--- config.mk ---
export PLATFORM = sky130hd
export DESIGN_NAME = encoder_angle_readout_with_retry
export DESIGN_NICKNAME = d
export VERILOG_FILES = /design/src/rtl/earr_pkg.sv /design/src/rtl/earr_front.sv /design/src/rtl/earr_queue.sv /design/src/rtl/earr_back.sv /design/src/rtl/encoder_angle_readout_with_retry.sv
export SDC_FILE = /design/constraint.sdc
export NUM_CORES = 1
export LEC_CHECK = 0
export BUFFER_PORTS_ARGS = -buffer_cell sky130_fd_sc_hd__buf_2
export CORE_UTILIZATION = 59
export CTS_BUF_LIST = sky130_fd_sc_hd__clkbuf_8
export DETAILED_ROUTE_END_ITERATION = 12
export PLACE_DENSITY = 0.77
export SLEW_MARGIN = 40
export SYNTH_ARGS = -nofsm -noshare
export SYNTH_HDL_FRONTEND = slang
export SYNTH_SLANG_ARGS = --single-unit
--- constraint.sdc ---
create_clock -name clk -period 5.7 [get_ports clk]
set_clock_uncertainty 0.1 [all_clocks]
set_input_delay 0.855 -clock clk [delete_from_list [all_inputs] [get_ports clk]]
set_output_delay 0.855 -clock clk [all_outputs]
set_load 0.02 [all_outputs]
--- src/rtl/earr_pkg.sv ---
// ----------------------------------------------------------------------------
// Encoder angle readout package
// Shared types and constants for the angle readout with retry.
// ----------------------------------------------------------------------------
`default_nettype none

package earr_pkg;

  localparam int unsigned MAX_ATTEMPTS = 3;
  localparam logic [1:0] MAX_ATTEMPTS_C = 2'(MAX_ATTEMPTS);

  localparam int unsigned QUEUE_DEPTH = 4;
  localparam int unsigned QPTR_W = $clog2(QUEUE_DEPTH);

  localparam logic [13:0] FULL_SCALE = 14'd16383;
  localparam logic [15:0] CENTI_TURN = 16'd36000;
  localparam logic [15:0] CENTI_HALF = 16'd18000;
  localparam logic [15:0] SCALE_MUL = 16'd36000;
  localparam logic [12:0] DIV100_MUL = 13'd5243;
  localparam int unsigned DIV100_SHIFT = 19;
  localparam logic [6:0] HUNDRED = 7'd100;
  localparam int unsigned FLAG_ERROR_POS = 14;

  typedef enum logic [2:0] {
    ST_OK      = 3'd0,
    ST_WRITE   = 3'd1,
    ST_COMMAND = 3'd2,
    ST_READ    = 3'd3,
    ST_PARITY  = 3'd4
  } status_t;

  typedef struct packed {
    logic        write_ok;
    logic        read_ok;
    logic [15:0] response_word;
  } in_item_t;

  typedef struct packed {
    logic               done_res;
    status_t            status;
    logic        [15:0] raw_centidegrees;
    logic signed [15:0] signed_angle;
  } out_item_t;

  typedef struct packed {
    logic        done_res;
    status_t     status;
    logic [13:0] angle;
  } job_t;

endpackage

`default_nettype wire

--- src/rtl/earr_front.sv ---
// ----------------------------------------------------------------------------
// Front end
// Accepts read attempts, classifies them and tracks the retry count.
// ----------------------------------------------------------------------------
`default_nettype none

module earr_front (
  input  wire logic              clk,
  input  wire logic              rst,
  input  wire logic              in_valid,
  output logic                   in_stall,
  input  wire earr_pkg::in_item_t in_item,
  input  wire logic              queue_full,
  output logic                   push,
  output earr_pkg::job_t         job
);
  import earr_pkg::*;

  logic [1:0] attempt_count;
  logic [1:0] attempt_count_next;
  logic [1:0] attempt_inc;
  status_t    status;

  assign in_stall = queue_full;
  assign push = in_valid && !queue_full;

  always_comb begin
    if (!in_item.write_ok) begin
      status = ST_WRITE;
    end else if (!in_item.read_ok) begin
      status = ST_READ;
    end else if (in_item.response_word[FLAG_ERROR_POS]) begin
      status = ST_COMMAND;
    end else if (^in_item.response_word) begin
      status = ST_PARITY;
    end else begin
      status = ST_OK;
    end
  end

  always_comb begin
    attempt_inc = attempt_count + 2'd1;
    job.status = status;
    job.angle = in_item.response_word[13:0];
    if (status == ST_OK) begin
      job.done_res = 1'b1;
      attempt_count_next = '0;
    end else if (attempt_inc >= MAX_ATTEMPTS_C) begin
      job.done_res = 1'b1;
      attempt_count_next = '0;
    end else begin
      job.done_res = 1'b0;
      attempt_count_next = attempt_inc;
    end
  end

  always_ff @(posedge clk) begin
    if (rst) begin
      attempt_count <= '0;
    end else if (push) begin
      attempt_count <= attempt_count_next;
    end
  end

endmodule

`default_nettype wire

--- src/rtl/earr_queue.sv ---
// ----------------------------------------------------------------------------
// Job queue
// Short first-in first-out buffer between the front and back ends.
// ----------------------------------------------------------------------------
`default_nettype none

module earr_queue (
  input  wire logic           clk,
  input  wire logic           rst,
  input  wire logic           push,
  input  wire earr_pkg::job_t push_job,
  output logic                full,
  input  wire logic           pop,
  output logic                not_empty,
  output earr_pkg::job_t      head
);
  import earr_pkg::*;

  job_t              entries [QUEUE_DEPTH];
  logic [QPTR_W-1:0] wr_ptr;
  logic [QPTR_W-1:0] rd_ptr;
  logic [QPTR_W:0]   count;

  assign full = (count == (QPTR_W+1)'(QUEUE_DEPTH));
  assign not_empty = (count != '0);
  assign head = entries[rd_ptr];

  always_ff @(posedge clk) begin
    if (push) begin
      entries[wr_ptr] <= push_job;
    end
  end

  always_ff @(posedge clk) begin
    if (rst) begin
      wr_ptr <= '0;
      rd_ptr <= '0;
      count <= '0;
    end else begin
      if (push) begin
        wr_ptr <= wr_ptr + 1'b1;
      end
      if (pop) begin
        rd_ptr <= rd_ptr + 1'b1;
      end
      case ({push, pop})
        2'b10: count <= count + 1'b1;
        2'b01: count <= count - 1'b1;
        default: count <= count;
      endcase
    end
  end

endmodule

`default_nettype wire

--- src/rtl/earr_back.sv ---
// ----------------------------------------------------------------------------
// Back end
// Five stage pipeline that scales the angle, folds it and holds the result.
// ----------------------------------------------------------------------------
`default_nettype none

module earr_back (
  input  wire logic            clk,
  input  wire logic            rst,
  input  wire logic [15:0]     initial_centidegrees,
  input  wire logic            job_valid,
  input  wire earr_pkg::job_t  job,
  output logic                 pop,
  output logic                 out_valid,
  input  wire logic            out_stall,
  output earr_pkg::out_item_t  out_item
);
  import earr_pkg::*;

  logic v1, v2, v3, v4;
  logic en1, en2, en3, en4, en5;

  logic        s1_done, s2_done, s3_done, s4_done;
  status_t     s1_status, s2_status, s3_status, s4_status;
  logic [29:0] s1_prod;
  logic [15:0] s2_raw, s3_raw, s4_raw;
  logic [14:0] s3_mag;
  logic        s3_neg, s4_neg;
  logic [27:0] s4_prod;

  logic [15:0] quot;
  logic [15:0] rem;
  logic [15:0] raw_next;
  logic [16:0] diff;
  logic [16:0] diff_wrap;
  logic [15:0] d;
  logic        neg_next;
  logic [14:0] mag_next;
  logic [7:0]  hundreds;
  logic [14:0] trunc;
  logic        ok;

  assign en5 = !out_valid || !out_stall;
  assign en4 = !v4 || en5;
  assign en3 = !v3 || en4;
  assign en2 = !v2 || en3;
  assign en1 = !v1 || en2;
  assign pop = job_valid && en1;

  // Division by 16383 = 2^14 - 1: the remainder estimate stays below 4 * 16383.
  always_comb begin
    quot = 16'(s1_prod >> 14);
    rem = 16'(s1_prod[13:0]) + quot;
    raw_next = quot;
    if (rem >= 16'(3 * FULL_SCALE)) begin
      raw_next = quot + 16'd3;
    end else if (rem >= 16'(2 * FULL_SCALE)) begin
      raw_next = quot + 16'd2;
    end else if (rem >= 16'(FULL_SCALE)) begin
      raw_next = quot + 16'd1;
    end
  end

  always_comb begin
    diff = {1'b0, initial_centidegrees} - {1'b0, s2_raw};
    if (diff[16]) begin
      diff_wrap = diff + {1'b0, CENTI_TURN};
    end else if (diff > {1'b0, CENTI_TURN}) begin
      diff_wrap = diff - {1'b0, CENTI_TURN};
    end else begin
      diff_wrap = diff;
    end
    d = diff_wrap[15:0];
    neg_next = (d <= CENTI_HALF);
    if (neg_next) begin
      mag_next = d[14:0];
    end else begin
      mag_next = 15'(CENTI_TURN - d);
    end
  end

  always_comb begin
    hundreds = s4_prod[DIV100_SHIFT +: 8];
    trunc = 15'(hundreds * HUNDRED);
    ok = (s4_status == ST_OK);
  end

  always_ff @(posedge clk) begin
    if (rst) begin
      v1 <= 1'b0;
      v2 <= 1'b0;
      v3 <= 1'b0;
      v4 <= 1'b0;
      out_valid <= 1'b0;
    end else begin
      if (en1) begin
        v1 <= job_valid;
      end
      if (en2) begin
        v2 <= v1;
      end
      if (en3) begin
        v3 <= v2;
      end
      if (en4) begin
        v4 <= v3;
      end
      if (en5) begin
        out_valid <= v4;
      end
    end
  end

  always_ff @(posedge clk) begin
    if (en1) begin
      s1_done <= job.done_res;
      s1_status <= job.status;
      s1_prod <= 30'(job.angle * SCALE_MUL);
    end
    if (en2) begin
      s2_done <= s1_done;
      s2_status <= s1_status;
      s2_raw <= raw_next;
    end
    if (en3) begin
      s3_done <= s2_done;
      s3_status <= s2_status;
      s3_raw <= s2_raw;
      s3_mag <= mag_next;
      s3_neg <= neg_next;
    end
    if (en4) begin
      s4_done <= s3_done;
      s4_status <= s3_status;
      s4_raw <= s3_raw;
      s4_neg <= s3_neg;
      s4_prod <= 28'(s3_mag * DIV100_MUL);
    end
    if (en5) begin
      out_item.done_res <= s4_done;
      out_item.status <= s4_status;
      if (!ok) begin
        out_item.raw_centidegrees <= '0;
        out_item.signed_angle <= '0;
      end else if (s4_neg) begin
        out_item.raw_centidegrees <= s4_raw;
        out_item.signed_angle <= -$signed({1'b0, trunc});
      end else begin
        out_item.raw_centidegrees <= s4_raw;
        out_item.signed_angle <= $signed({1'b0, trunc});
      end
    end
  end

endmodule

`default_nettype wire

--- src/rtl/encoder_angle_readout_with_retry.sv ---
// ----------------------------------------------------------------------------
// Encoder angle readout with retry
// Checks each read attempt, flags failed reads for retry and reports folded angles.
// ----------------------------------------------------------------------------
//  channel  direction  handshake            payload
//  in       input      in_valid/in_stall    in_item (in_item_t)
//  out      output     out_valid/out_stall  out_item (out_item_t)
//  cfg      input      cfg_wr_en            cfg_wr_data (initial_centidegrees)
//
// One attempt is accepted per cycle while the four entry queue has room.
// An accepted job passes the queue, then back stages s1 to s4 and the output register.
// Reset clears the retry count, the queue and all stage valids.
// The output stall backs up the pipeline, then the queue, then the input.
// ----------------------------------------------------------------------------
`default_nettype none

module encoder_angle_readout_with_retry (
  input  wire logic                clk,
  input  wire logic                rst,
  input  wire logic                cfg_wr_en,
  input  wire logic [15:0]         cfg_wr_data,
  input  wire logic                in_valid,
  output logic                     in_stall,
  input  wire earr_pkg::in_item_t  in_item,
  output logic                     out_valid,
  input  wire logic                out_stall,
  output earr_pkg::out_item_t      out_item
);
  import earr_pkg::*;

  logic [15:0] initial_centidegrees;
  logic        push;
  job_t        push_job;
  logic        queue_full;
  logic        pop;
  logic        job_valid;
  job_t        head;

  always_ff @(posedge clk) begin
    if (rst) begin
      initial_centidegrees <= '0;
    end else if (cfg_wr_en) begin
      initial_centidegrees <= cfg_wr_data;
    end
  end

  earr_front u_front (
    .clk        (clk),
    .rst        (rst),
    .in_valid   (in_valid),
    .in_stall   (in_stall),
    .in_item    (in_item),
    .queue_full (queue_full),
    .push       (push),
    .job        (push_job)
  );

  earr_queue u_queue (
    .clk       (clk),
    .rst       (rst),
    .push      (push),
    .push_job  (push_job),
    .full      (queue_full),
    .pop       (pop),
    .not_empty (job_valid),
    .head      (head)
  );

  earr_back u_back (
    .clk                  (clk),
    .rst                  (rst),
    .initial_centidegrees (initial_centidegrees),
    .job_valid            (job_valid),
    .job                  (head),
    .pop                  (pop),
    .out_valid            (out_valid),
    .out_stall            (out_stall),
    .out_item             (out_item)
  );

  a_retry_not_ok: assert property (@(posedge clk) disable iff (rst)
    out_valid && !out_item.done_res |-> out_item.status != ST_OK)
    else $error("retry request carries an ok status");

  a_fail_zero: assert property (@(posedge clk) disable iff (rst)
    out_valid && out_item.status != ST_OK |->
      out_item.raw_centidegrees == '0 && out_item.signed_angle == '0)
    else $error("failed attempt carries angle data");

  a_raw_range: assert property (@(posedge clk) disable iff (rst)
    out_valid && out_item.status == ST_OK |-> out_item.raw_centidegrees <= CENTI_TURN)
    else $error("scaled angle out of range");

  a_fold_range: assert property (@(posedge clk) disable iff (rst)
    out_valid |-> out_item.signed_angle <= 16'sd18000 && out_item.signed_angle >= -16'sd18000)
    else $error("folded angle out of range");

endmodule

`default_nettype wire

# Word-level counts from Yosys, hierarchy flattened

Memory sizes are Yosys's and may differ from the RTL's. A register that Yosys moved wholly into a read port is not among the register bits.
Index checks and enable logic that the tools add are counted.

Multiplexer cells: 20
Shifts and indexed selects: 0
Bitwise operators: 0
Equal/unequal tests: 3
Reductions and logical operators: 20
$add $sub $neg: 14
Divide/modulo/power cells: 0
Order comparisons: 6
Multipliers: 3

Operators with widths:

| cell                                                                                   | number |
|---|---|
| 16-bit two-way mux                                                                     | 5 |
| 16-bit by 2-bit adder with 16-bit output (second input constant)                       | 2 |
| 15-bit two-way mux                                                                     | 2 |
| 15-bit by 13-bit multiplier with 27-bit output (second input constant)                 | 1 |
| 14-bit by 11-bit multiplier with 25-bit output (second input constant)                 | 1 |
| 17-bit by 16-bit greater-than comparator with 1-bit output (second input constant)     | 1 |
| 16-bit by 16-bit subtractor with 17-bit output                                         | 1 |
| 14-bit by 16-bit adder with 16-bit output                                              | 1 |
| 16-bit by 1-bit adder with 16-bit output (second input constant)                       | 1 |
| 16-bit adder (second input constant)                                                   | 1 |
| 16-bit by 14-bit greater-or-equal comparator with 1-bit output (second input constant) | 1 |
| 16-bit by 15-bit greater-or-equal comparator with 1-bit output (second input constant) | 1 |
| 16-bit greater-or-equal comparator (second input constant)                             | 1 |
| 16-bit by 15-bit <= comparator with 1-bit output (second input constant)               | 1 |
| 15-bit negator with 16-bit output                                                      | 1 |
| 16-bit XOR reduction                                                                   | 1 |
| 16-bit subtractor (second input constant)                                              | 1 |
| 12-bit by 15-bit subtractor with 15-bit output (first input constant)                  | 1 |
| 8-bit by 5-bit multiplier with 13-bit output (second input constant)                   | 1 |
| 3-bit two-way mux                                                                      | 4 |
| 2-bit two-way mux                                                                      | 4 |
| 1-bit zero test                                                                        | 7 |
| 2-bit by 1-bit adder with 2-bit output (second input constant)                         | 3 |
| 3-bit zero test                                                                        | 2 |
| other kinds (13)                                                                       | 21 |

Memories: 1
Bits in writable memories: 72
Memory bits (read-only): 0
Register bits after elaboration: 199
Logic and storage cells: 98
Bits of input ports: 39
Bits in latches: 0

Memories:

| memory          | depth | bits a word | read ports | clocked after memory_dff | wr ports | RTL line         | source |
|---|---|---|---|---|---|---|---|
| u_queue.entries | 4     | 18          | 1          | 1                        | 1        | earr_queue.sv:19 | `job_t entries [QUEUE_DEPTH];` |

# Longest topological paths before layout

Gate-level depths: netlist of run 1.

Depth in word-level cells: 9
Gate-level depth with buffers: 22
Mapped depth without buffers: 22

# Cells and area by module

A second synthesis of run 1 with hierarchy kept.

Cells, all modules: 1618
Area, all modules: 18590.3 µm²

Modules (own cells, without submodules):

| module                           | cells an instance | area an instance (µm²) | sequential area each (µm²) | times used |
|---|---|---|---|---|
| earr_back                        | 1375              | 14540.2                | 4544.4                     | 1 |
| earr_queue                       | 141               | 3074.2                 | 2342.2                     | 1 |
| encoder_angle_readout_with_retry | 52                | 580.6                  | 320.3                      | 1 |
| earr_front                       | 50                | 395.4                  | 40.0                       | 1 |

# Worst setup path before layout of run 1

Ideal clock, no wire load.

Kind: reg-to-reg
From: reg with a tool-made name
To: reg u_back.s1_prod[29], data pin
Period minus slack after synthesis: 6019 ps
Cell stages (with the launch flop): 23
Data arrival time: 5644 ps
Setup slack: -319 ps
Data required time: 5325 ps
Cells stage by stage: dfxtp_1 -> clkbuf_1 -> clkbuf_1 -> mux4_2 -> ha_1 -> ha_1 -> ha_1 -> inv_1 -> fa_1 -> inv_1 -> ha_1 -> ha_1 -> a21oi_1 -> o21bai_1 -> a21oi_1 -> nor2b_1 -> o21a_1 -> o21ai_0 -> a21o_1 -> a21oi_1 -> a41o_1 -> o41ai_1 -> o21ai_0

RTL lines:

| what                 | RTL line         | source |
|---|---|---|
| to (signal assigned) | earr_back.sv:118 | `s1_prod <= 30'(job.angle * SCALE_MUL);` |
| to (decl)            | earr_back.sv:25  | `logic [29:0] s1_prod;` |

# Final worst setup path of run 1

From: reg u_back.s3_mag[11]
To: reg u_back.s4_prod[26], data pin

Cells in the longest elaborated chain, start to end: 1

RTL lines:

| what                                           | RTL line         | source |
|---|---|---|
| from (decl)                                    | earr_back.sv:27  | `logic [14:0] s3_mag;` |
| from (signal assigned)                         | earr_back.sv:129 | `s3_mag <= mag_next;` |
| 15-bit by 13-bit multiplier with 27-bit output | earr_back.sv:137 | `s4_prod <= 28'(s3_mag * DIV100_MUL);` |
| to (signal assigned)                           | earr_back.sv:137 |  |
| to (decl)                                      | earr_back.sv:29  | `logic [27:0] s4_prod;` |

Every way passes these cells.
A chain may end at the register's enable or synchronous reset.

==> results of run 1 <==
logic make-up after synthesis:
family                   synth area share, %
buffers and inverters                   6.29
AO/OA/AOI/OAI                           8.93
flip-flops                              39.2
XOR/XNOR                                5.44
multiplexers                            3.72
other                                 0.0203
AND/OR/NAND/NOR                         8.13
adder cells (fa/ha/maj)                 28.3
repair_timing:
action                                  4_1_cts  5_1_grt
pin swaps                                     0        1
endpoints found under the setup margin        2        5
gates resized for setup                       2        7
setup buffers                                 0       16
worst max-delay path by stage:
| stage | end | slack, ns | cells after the start |
|---|---|---|---|
| after detailed placement | u_back.s1_prod[29]$_DFFE_PN_ | -0.12 | 21 |
| after CTS | u_back.s1_prod[29]$_DFFE_PN_ | 0.05 | 21 |
| after floorplan | u_back.s1_prod[29]$_DFFE_PN_ | 0.12 | 22 |
| final | u_back.s4_prod[26]$_DFFE_PP_ | 0.20 | 15 |
| after global routing | u_back.s1_prod[29]$_DFFE_PN_ | -0.03 | 21 |
| after global placement | u_back.s1_prod[29]$_DFFE_PN_ | 0.21 | 21 |
placed cells by master, fill, tap and decap left out, types with 32 or more instances in the layout:
cell type	netlist	final
nand2_1	56	56
ha_1	256	256
a21oi_1	53	48
xnor2_1	65	65
inv_1	277	286
xor2_1	41	41
edfxtp_1	220	220
clkbuf_8	0	43
dfxtp_1	32	32
fa_1	101	101
buf_2	2	74
nor2_1	92	92
sequential cells by signal, indices dropped and copies added (netlist names), 8 cells and up, named ones only:
signal	flops
u_back.out_item	34
u_back.s3_raw	16
u_back.s4_raw	16
u_back.s2_raw	16
u_queue.entries	72
u_back.s4_prod	8
u_back.s1_prod	25
initial_centidegrees	16
u_back.s3_mag	15
synth_stat cells (all sizes together), types with 3 or more instances:
cell    number
nand2b       7
nor2        96
o21bai      15
mux2i       26
o311ai       3
nor3b        4
buf         10
nand4        8
mux4        18
a21oi       54
fa         101
nand2       56
inv        278
nor2b       14
clkbuf      15
or2          8
o31ai       10
a21boi       6
and3         7
ha         256
nand3       22
dfxtp       32
a211oi      18
o22ai        3
a31o         3
nor3        30
and2        27
xnor2       69
a22oi        3
edfxtp     220
a211o        6
xor2        41
a31oi        5
nand3b       4
a21o        20
o21a        12
a311oi       3
o21ai       30
nor4         8
or3          5
o211ai       5
a311o        3
per-layer routing:
| layer | up-vias | track usage (%) |
|---|---|---|
| met1 | 5831 | 31.9 |
| met3 | 59 | 3.01 |
| met4 | 0 | 6.67 |
| met5 | - | 0 |
| met2 | 221 | 42.8 |
| li1 | 5785 | - |
through the flow:
step | worst slack [ns] | hold slack (ns) | std cells | util (%) | area [sq um]
5_1_grt | -0.0347 | 0.305 | 2145 | 66.3 | 20300
3_5_place_dp | -0.121 | 0.305 | 2053 | 63.1 | 19300
3_3_place_gp | 0.206 | 0.301 | 2053 | 63.1 | 19300
2_1_floorplan | 0.122 | 0.300 | 1596 | - | 18500
4_1_cts | 0.0491 | 0.310 | 2129 | 65.8 | 20200
6_report | 0.204 | 0.308 | 2145 | 66.3 | 20300
final cells by class:
| type | count | area, sq um | area share [%] |
|---|---|---|---|
| Clock inverter | 33 | 226 | 1.11 |
| Sequential cell | 252 | 7250 | 35.6 |
| Clock buffer | 43 | 592 | 2.91 |
| Tap cell | 396 | 495 | 2.44 |
| Inverter | 278 | 1040 | 5.13 |
| Multi-Input combinational cell | 1041 | 10100 | 49.8 |
| Timing Repair Buffer | 102 | 593 | 2.92 |
==> results.sh, run 1 <==
export IMPL_max_stage_delay_ns=0.54
export IMPL_diodes=0
export IMPL_critPathKind="flip-flop to flip-flop"
export IMPL_wl_met1_um=16500
export IMPL_drive_gt1_share_pct=13.3
export IMPL_ctsHoldBuffers=0
export IMPL_synthFlopType="edfxtp_1"
export IMPL_wl_met2_um=18500
export IMPL_critPathSlowestCell="edfxtp_1"
export IMPL_routed_top_layer="met4"
export IMPL_grt_use_total_pct=24.5
export IMPL_layout_worst_path_cycle_share_pct=96.4
export IMPL_avgViaCountPerCell=5.55
export IMPL_r2r_end="u_back.s4_prod[26]$_DFFE_PP_"
export IMPL_r2r_cells=15
export IMPL_min_path_cells=0
export IMPL_setup_tns_final_ns=0
export IMPL_cap_viol_max_count=0
export IMPL_antenna_found_initial=0
export IMPL_hold_end="u_back.s4_raw[15]$_DFFE_PP_"
export IMPL_synth_distinct_cells=91
export IMPL_startpoint="u_back.s3_mag[11]$_DFFE_PP_"
export IMPL_fillers=2309
export IMPL_port_buffers=74
export IMPL_worstHoldPathType="flip-flop to flip-flop"
export IMPL_syn_area_sq_um=18500
export IMPL_core_area_sq_um=30700
export IMPL_clk_pin_slew_worst_paths_ns=0.07
export IMPL_yosys_warnings=0
export IMPL_syn_avg_cell_area_sq_um=11.6
export IMPL_crit_path_end_kind="flip-flop"
export IMPL_clock_latency_ns=0.58
export IMPL_drc=0
export IMPL_path_cells="fa_1 > ha_1 > fa_1 > fa_1 > fa_1 > ha_1 > a2111o_1 > a211oi_1 > o21ai_0 > a21oi_2 > o31ai_2 > o311a_1 > o21a_1 > nor2_1 > xnor2_1"
export IMPL_fin_nets=2113
export IMPL_cts_tree="done"
export IMPL_setup_viol=0
export IMPL_die_x_um=179
export IMPL_ioPinCount=77
export IMPL_path_buf_inv=0
export IMPL_synth_top_cell_area_share_pct=35.7
export IMPL_place_congestion=0.866
export IMPL_ys_seq_area_share_pct=39.2
export IMPL_cp_max_fo=6
export IMPL_vias=11900
export IMPL_clock_fmax_mhz=182
export IMPL_synth_enable_flop_cells=220
export IMPL_routedWlPerCell_um=17.3
export IMPL_ant_nets=0
export IMPL_hp_start="u_back.s3_raw[15]$_DFFE_PP_"
export IMPL_initial_core_util_pct=60.3
export IMPL_area_growth_pct=9.98
export IMPL_routed_wl_um=37100
export IMPL_num_rows=64
export IMPL_cts_buffer_depth=3
export IMPL_synth_area_leaders="edfxtp_1, ha_1, fa_1, inv_1, dfxtp_1"
export IMPL_met3WireLength_um=1280
export IMPL_finalCriticalPeriod_ns=5.50
export IMPL_numCtsBuffers=42
export IMPL_cts_sinks=252
export IMPL_hold_violations=0
export IMPL_h_tree_depth=2
export IMPL_dpl_hpwl_um=28800
export IMPL_start_kind="flip-flop"
export IMPL_cts_root_buf="clkbuf_8"
export IMPL_gr_total_overflow=0
export IMPL_timing_slew_headroom_pct=47.5
export IMPL_rrSetupSlack_ns=0.20
export IMPL_grt_pass1_wl_um=60700
export IMPL_grt_setup_unrepaired="yes"
export IMPL_die_area_sq_um=32000
export IMPL_status="finished, final reports clean"
export IMPL_die_y_um=179
export IMPL_r2r_start="u_back.s3_mag[11]$_DFFE_PP_"
export IMPL_cp_arrival_ns=5.72
export IMPL_grt_max_degree=37
export IMPL_cpMostUsedCell="fa_1"
export IMPL_grt_pass1_vias=12200
export IMPL_yosysTopAreaCell="edfxtp_1"
export IMPL_crit_family="adder cells"
export IMPL_synth_seq_cells=252
export IMPL_slew_violations=0
export IMPL_async_reset_ff_share_pct=0
export IMPL_critical_path_required_ns=5.92
export IMPL_drt_iter0_markers=657
export IMPL_dr_pass1_iters=5
export IMPL_worst_slew_pin_slew_ns=0.788
export IMPL_syn_inst=1595
Power of run 1 is left out: the tool's default activity adds up to more than one toggle a clock period on the data nets, which glitch-free logic cannot reach.
==> run 2, diff against run 1 <==
- CORE_UTILIZATION: 59 -> 60
- GPL_TIMING_DRIVEN: unset -> 0
- PLACE_DENSITY: 0.77 -> 0.75
- clock period: 5.7 -> 5.65 ns (I/O delays scaled with it)
==> results.sh, run 2 (same netlist as run 1, synthesis figures left out) <==
export IMPL_die_y_um=178
export IMPL_h_tree_depth=2
export IMPL_clk_pin_slew_worst_paths_ns=0.07
export IMPL_crit_path_end_kind="flip-flop"
export IMPL_grt_max_degree=31
export IMPL_clock_fmax_mhz=183
export IMPL_setup_viol=0
export IMPL_cp_arrival_ns=5.67
export IMPL_drc=0
export IMPL_clock_latency_ns=0.57
export IMPL_critPathSlowestCell="fa_1"
export IMPL_num_rows=63
export IMPL_start_kind="flip-flop"
export IMPL_drt_iter0_markers=738
export IMPL_layout_common_cells="inv_1, ha_1, edfxtp_1"
export IMPL_antenna_found_initial=1
export IMPL_finalCriticalPeriod_ns=5.46
export IMPL_dr_pass1_iters=5
export IMPL_timing_final_ws_setup_ns=0.192
export IMPL_diodes=0
export IMPL_r2r_cells=22
export IMPL_largest_reg_flops=72
export IMPL_path_buf_inv=4
export IMPL_numCtsBuffers=44
export IMPL_ioPinCount=77
export IMPL_initial_core_util_pct=61.7
export IMPL_fin_cells=2162
export IMPL_cap_viol_max_count=0
export IMPL_hp_start="u_back.s3_raw[7]$_DFFE_PP_"
export IMPL_cts_buffer_depth=3
export IMPL_core_area_sq_um=30000
export IMPL_die_area_sq_um=31500
export IMPL_layout_worst_path_cycle_share_pct=96.6
export IMPL_fillers=2220
export IMPL_path_cells="ha_1 > inv_1 > fa_1 > inv_1 > ha_1 > ha_1 > inv_1 > fa_1 > inv_1 > ha_1 > and3_1 > a31o_2 > a21o_1 > a21o_1 > a21o_1 > a21o_1 > a21oi_4 > o31ai_4 > o311a_1 > o21a_1 > nor2_1 > xnor2_1"
export IMPL_critical_path_required_ns=5.86
export IMPL_grt_pass1_vias=12300
export IMPL_min_path_cells=0
export IMPL_dpl_hpwl_um=29000
export IMPL_ant_nets=0
export IMPL_fin_hold_ws_ns=0.308
export IMPL_crit_family="adder cells"
export IMPL_avgViaCountPerCell=5.50
export IMPL_routedWlPerCell_um=17.1
export IMPL_cts_root_buf="clkbuf_8"
export IMPL_cts_tree="done"
export IMPL_port_buffers=73
export IMPL_cp_max_fo=5
export IMPL_grt_use_total_pct=25.0
export IMPL_routed_wl_um=36900
export IMPL_r2r_end="u_back.s4_prod[26]$_DFFE_PP_"
export IMPL_vias=11900
export IMPL_regMostFlops="u_queue.entries"
export IMPL_die_x_um=178
export IMPL_worstHoldPathType="flip-flop to flip-flop"
export IMPL_timing_slew_headroom_pct=44.0
export IMPL_hold_end="u_back.s4_raw[7]$_DFFE_PP_"
export IMPL_grt_setup_unrepaired="yes"
export IMPL_ctsHoldBuffers=0
export IMPL_final_util_pct=69.0
export IMPL_slew_violations=0
export IMPL_grt_pass1_wl_um=61400
export IMPL_area_growth_pct=11.8
export IMPL_cts_sinks=252
export IMPL_status="finished, final reports clean"
export IMPL_critPathKind="flip-flop to flip-flop"
export IMPL_max_stage_delay_ns=0.54
export IMPL_worst_slew_pin_slew_ns=0.841
export IMPL_dpl_worst_slack_ns=-0.643
export IMPL_drive_gt1_share_pct=14.2
export IMPL_place_inst=2061
export IMPL_place_congestion=0.908
export IMPL_r2r_start="u_back.s3_mag[2]$_DFFE_PP_"
export IMPL_hold_violations=0
export IMPL_top_regs="u_queue.entries (72), u_back.out_item (34), u_back.s1_prod (25)"
export IMPL_gr_total_overflow=0
export IMPL_rrSetupSlack_ns=0.19
export IMPL_final_common_cell="inv_1"
export IMPL_fin_nets=2135
## run 2: how the worst max path moves through the flow
| stage | startpoint | endpoint | depth (start not counted) |
|---|---|---|---|
| CTS | flip-flop | u_back.s1_prod[28]$_DFFE_PN_ | 18 |
| global placement | flip-flop | u_back.s1_prod[29]$_DFFE_PN_ | 22 |
| global route | flip-flop | u_back.s1_prod[29]$_DFFE_PN_ | 22 |
| finish | u_back.s3_mag[2]$_DFFE_PP_ | u_back.s4_prod[26]$_DFFE_PP_ | 22 |
| floorplan | flip-flop | u_back.s1_prod[29]$_DFFE_PN_ | 22 |
| detailed placement | flip-flop | u_back.s1_prod[29]$_DFFE_PN_ | 22 |
## run 2: repair_timing
| item | 4_1_cts | 5_1_grt |
|---|---|---|
| endpoints found under the hold margin | 0 | 0 |
| pin swaps | 0 | 5 |
| setup buffers | 4 | 19 |
| endpoints found under the setup margin | 9 | 6 |
| resized for setup | 10 | 16 |
## run 2: layout make-up
class / count / area (sq um) / share of cell area [%]
flip-flops and latches: 252 / 7250 / 35.1
plain buffers: 24 / 153 / 0.739
well taps: 390 / 488 / 2.36
repair buffers: 98 / 586 / 2.83
clock inverters: 31 / 289 / 1.40
multi-input cells: 1041 / 10200 / 49.3
clock buffers: 48 / 661 / 3.20
inverters: 278 / 1040 / 5.05
## run 2: per-layer routing
| layer | part of all wire, % | GRT usage [%] |
|---|---|---|
| met1 | 45 | 33.1 |
| met2 | 49 | 43.2 |
| met3 | 3.9 | 3.19 |
| met4 | 2.1 | 6.37 |
| met5 | 0 | 0 |
## run 2: stage by stage
stage / TNS (ns) / cell area, sq um
after global placement: -1.93 / 19300
final: 0 / 20700
after CTS: 0 / 20400
after floorplan: 0 / 18500
after detailed placement: -2.44 / 19400
after global routing: -0.116 / 20700
Power of run 2 is left out for the same reason.
